## config.mk

```make
export PLATFORM = sky130hd
export DESIGN_NAME = lz78_ram
export DESIGN_NICKNAME = d
export VERILOG_FILES = /design/src/rtl/lz78_ram.sv
export SDC_FILE = /design/constraint.sdc
export NUM_CORES = 1
export LEC_CHECK = 0
export BUFFER_PORTS_ARGS = -buffer_cell sky130_fd_sc_hd__buf_2
export CAP_MARGIN = 15
export CORE_MARGIN = 1
export CORE_UTILIZATION = 68
export CTS_BUF_LIST = sky130_fd_sc_hd__clkbuf_8
export DETAILED_ROUTE_END_ITERATION = 16
export PLACE_DENSITY_LB_ADDON = 0.2
export SLEW_MARGIN = 20
export SYNTH_ARGS = -nofsm -noshare
export SYNTH_HDL_FRONTEND = slang
export SYNTH_SLANG_ARGS = --single-unit
```

## constraint.sdc

```tcl
create_clock -name clk -period 2.85 [get_ports clk]
set_input_delay 0.57 -clock clk [delete_from_list [all_inputs] [get_ports clk]]
set_output_delay 0.57 -clock clk [all_outputs]
set_load 0.005 [all_outputs]
```

## src/rtl/lz78_ram.sv

```systemverilog
`timescale 1ns / 1ps
// ----------------------------------------------------------------------------
// lz78_ram
// Generic single-write, single-read RAM with a registered read port.
// ----------------------------------------------------------------------------
module lz78_ram #(
	parameter int WIDTH = 8,
	parameter int DEPTH = 16
) (
	input  logic                     clk,
	input  logic                     we,
	input  logic [$clog2(DEPTH)-1:0] waddr,
	input  logic [WIDTH-1:0]         wdata,
	input  logic [$clog2(DEPTH)-1:0] raddr,
	output logic [WIDTH-1:0]         rdata
);

	logic [WIDTH-1:0] mem [DEPTH];

	always_ff @(posedge clk) begin
		if (we) begin
			mem[waddr] <= wdata;
		end
		rdata <= mem[raddr];
	end

endmodule
```

* Word level (Yosys, flattened, before mapping)
Memories as Yosys holds them, arrays and structs flattened. A register that Yosys moved wholly into a read port is not among the register bits. Cells that the tools add are included.
Word-level totals: bits in writable memories 128, input bits 18, bits in registers 0, output and inout bits 8, memories 1, word-level logic and storage cells 3
Memories:
- mem | words 16, bits a word 8, rd ports 1, clocked after memory_dff 1, write ports 1, RTL line 18 | logic [WIDTH-1:0] mem [DEPTH];
Cells by class: mux-type cells 2
Operators by type and width (count):
- $mux W1 | 2

* Depth between registers and ports, before layout
word-level depth 2, depth in mapped cells 5, mapped depth without buffers 3

* Worst setup path after synthesis
No wires, ideal clock.
path kind input-to-reg, start point in waddr[2], end point mem mem[0][0] (enable), path buffers 0, arrival time 1.680 ns, library setup time 0.383 ns, setup slack 0.787 ns, cell stages on the path 2, path through or3b_2 -> nor3_1
RTL lines:
- start: declaration | RTL line 12 | input logic [$clog2(DEPTH)-1:0] waddr,
- end: declaration | RTL line 18
Straight into the memory's write port.

==> results.toml <==
[yosys]
yosysSeqAreaShare_pct = 77.8
syn_inst = 229
syn_avg_cell_area_um2 = 22.5
yosys.area.top_type_share_pct = 74.7
ys_warn_count = 0
yosysTopAreaCell = "edfxtp_1"
yosys_register_bits = 136
syn_area_um2 = 5150
synth_area_leaders = "edfxtp_1 (75%), mux4_2 (7.9%), mux4_1 (7.1%), dfxtp_1 (3.1%), a22oi_1 (2.3%)"
synth.distinct_cells = 19
syn_nets = 247

[global_route]
grt_max_degree = 18
grt_pass1_wl_mm = 13.7
grtUsageTotal_pct = 26.5
grt_pass1_vias = 2537
overflow = 0
antenna_found_initial = 0

[min_path]
min-delay-start = "wdata[1]"
hold_path.class = "primary input to flop"
holdPathEnd = "mem[4][1]$_DFFE_PP_"
worstHoldPathCells = 1

[route]
dr.pass1.iters = 4
wirelength_mm = 9.26
wl_per_cell_um = 23.7
drt_iter0_drc = 223
drc = 0
dr_total_vias = 2416
antenna_left = 0
avgViaCountPerCell = 6.18

[sta]
fmax_mhz = 618
worst_pin_slew_ps = 746
finalMaxSlewViolations = 0
slew_headroom_pct = 50.1
hold_violations = 0
fin_crit_ps = 1620
fin_setup_tns_ps = 0
rsz0062_at_grt = "no"
skew_ps = 16.9
finalSetupViolCount = 0
min_period_over_period_pct = 56.7

[cts]
clock_sinks = 136
cts-root-buf = "clkbuf_8"
clk_pin_slew_ps = 80
cts_max_path_buffers = 2
cts_hold_buf = 0
postCtsSetupRepairBufs = 0
clk_latency_ps = 430
cts_tree = "done"
htree_num_levels = 4
numCtsBuffers = 17
postCtsResizedCells = 0

[die]
die_y_um = 89.0
fp-row-count = 31
die_w_um = 89.0
core_area_um2 = 7290
io_pins = 26
die_area_um2 = 7920
initial_core_util_pct = 70.6

[cells_and_area]
diodes = 0
syn_to_final_growth_pct = 13.9
fin_area_um2 = 5860
nNetsFinal = 297
drive_gt1_share_pct = 30.8

[pwr]
total_power_mw = 4.13
ir_drop_uv = 463
p_leak_nw = 1.98
power_density_nw_per_um2 = 704

[place]
port_buffers = 25
place_area_um2 = 5430
dp_hpwl_mm = 6.05
gp_congestion = 0.711

[critical_path]
r2r_end = "rdata[4]$_DFF_P_"
rr_worst_depth = 3
crit_buf_inv = 2
crit_slowest_cell = "mux4_1"
reg2reg_slack_ps = 1480
end_kind = "flop"
cp-startpoint = "raddr[0]"
crit_fanout = 16
worstSetupPathType = "primary input to flop"
max_stage_delay_ps = 640
cp.arrival_ps = 1930
start_kind = "primary input"
worstPathRequired_ps = 3160
r2r-start = "mem[2][4]$_DFFE_PP_"
cp_top_family = "multiplexers"
path_cells = "buf_2 > buf_4 > mux4_1 > a22oi_1 > nand2_1"

[job]
maxCapViolations = 0

[status]
status = "finished clean"
==> metal layers <==
| layer | share of wire (%) | global-route usage [%] | up-vias |
|---|---|---|---|
| met1 | 41 | 34.9 | 1247 |
| met4 | 2.2 | 11.5 | 0 |
| met5 | 0 | 0 | - |
| met2 | 52 | 42.9 | 81 |
| li1 | - | - | 1073 |
| met3 | 4.6 | 6.74 | 15 |
==> worst reg2reg max path, cell delays in order (launching register included) <==
cell and delay, ps:
edfxtp_1 380, mux4_2 490, a22oi_1 290, nand2_1 90
==> worst max-delay path by stage <==
stage,end,slack (ps),cells past startpoint
floorplan,mem[0][0]$_DFFE_PP_,790,2
global placement,rdata[3]$_DFF_P_,790,5
detailed placement,rdata[4]$_DFF_P_,780,5
CTS,rdata[1]$_DFF_P_,1230,5
global route,rdata[4]$_DFF_P_,1180,5
finish,rdata[1]$_DFF_P_,1230,5
==> cell type report <==
class                   instances  area, µm²
fillers                       375       1430
well taps                      99        124
repair buffers                 41        245
flip-flops and latches        136       4000
clock buffers                  17        234
multi-input cells              83       1060
clock inverters                15        200
==> placed cells by master, fill, tap and decap left out, types with 3 or more instances in the layout <==
cell and count:
buf_2 25, nor3_1 4, edfxtp_1 128, clkinvlp_4 5
mux4_2 18, a22oi_1 16, dfxtp_1 8, inv_6 3
mux4_1 14, bufinv_16 4, nand2_1 9, clkbuf_8 17
nor2_1 13, buf_4 16
==> synth_stat cells <==
library cell	instances
a22oi_1	16
and2_1	1
and2b_1	1
buf_2	3
buf_4	1
buf_6	3
clkdlybuf4s25_2	3
dfxtp_1	8
edfxtp_1	128
mux4_1	14
mux4_2	18
nand2_1	9
nand2b_1	2
nand3_1	1
nand3b_1	2
nor2_1	13
nor2b_1	1
nor3_1	4
or3b_2	1
==> sequential cells by signal (all words and copies together) (netlist names) <==
signal,flops
mem,128
rdata,8
==> where the power goes <==
group / internal [mW] / switching [mW]
logic: 0.0850 / 0.112
registers: 2.23 / 0.0129
clock network: 0.955 / 0.730
total: 3.27 / 0.855
==> metrics by stage <==
stage | std cells | worst slack [ps] | util, % | hold WS [ps]
final | 391 | 1230 | 80.4 | 526
after global routing | 391 | 1180 | 80.4 | 512
after CTS | 391 | 1230 | 80.4 | 504
after floorplan | 229 | 787 | - | 629
after detailed placement | 359 | 783 | 74.5 | 666
after global placement | 359 | 789 | 74.5 | 654
==> cells by family after synthesis <==
kind of cell / share of synthesized area (%)
buffers and inverters: 1.68
AOI/OAI and AO/OA: 2.33
and+or+nand+nor: 3.18
muxes: 15.0
DFF: 77.8
(Power assumes the default switching activity.)
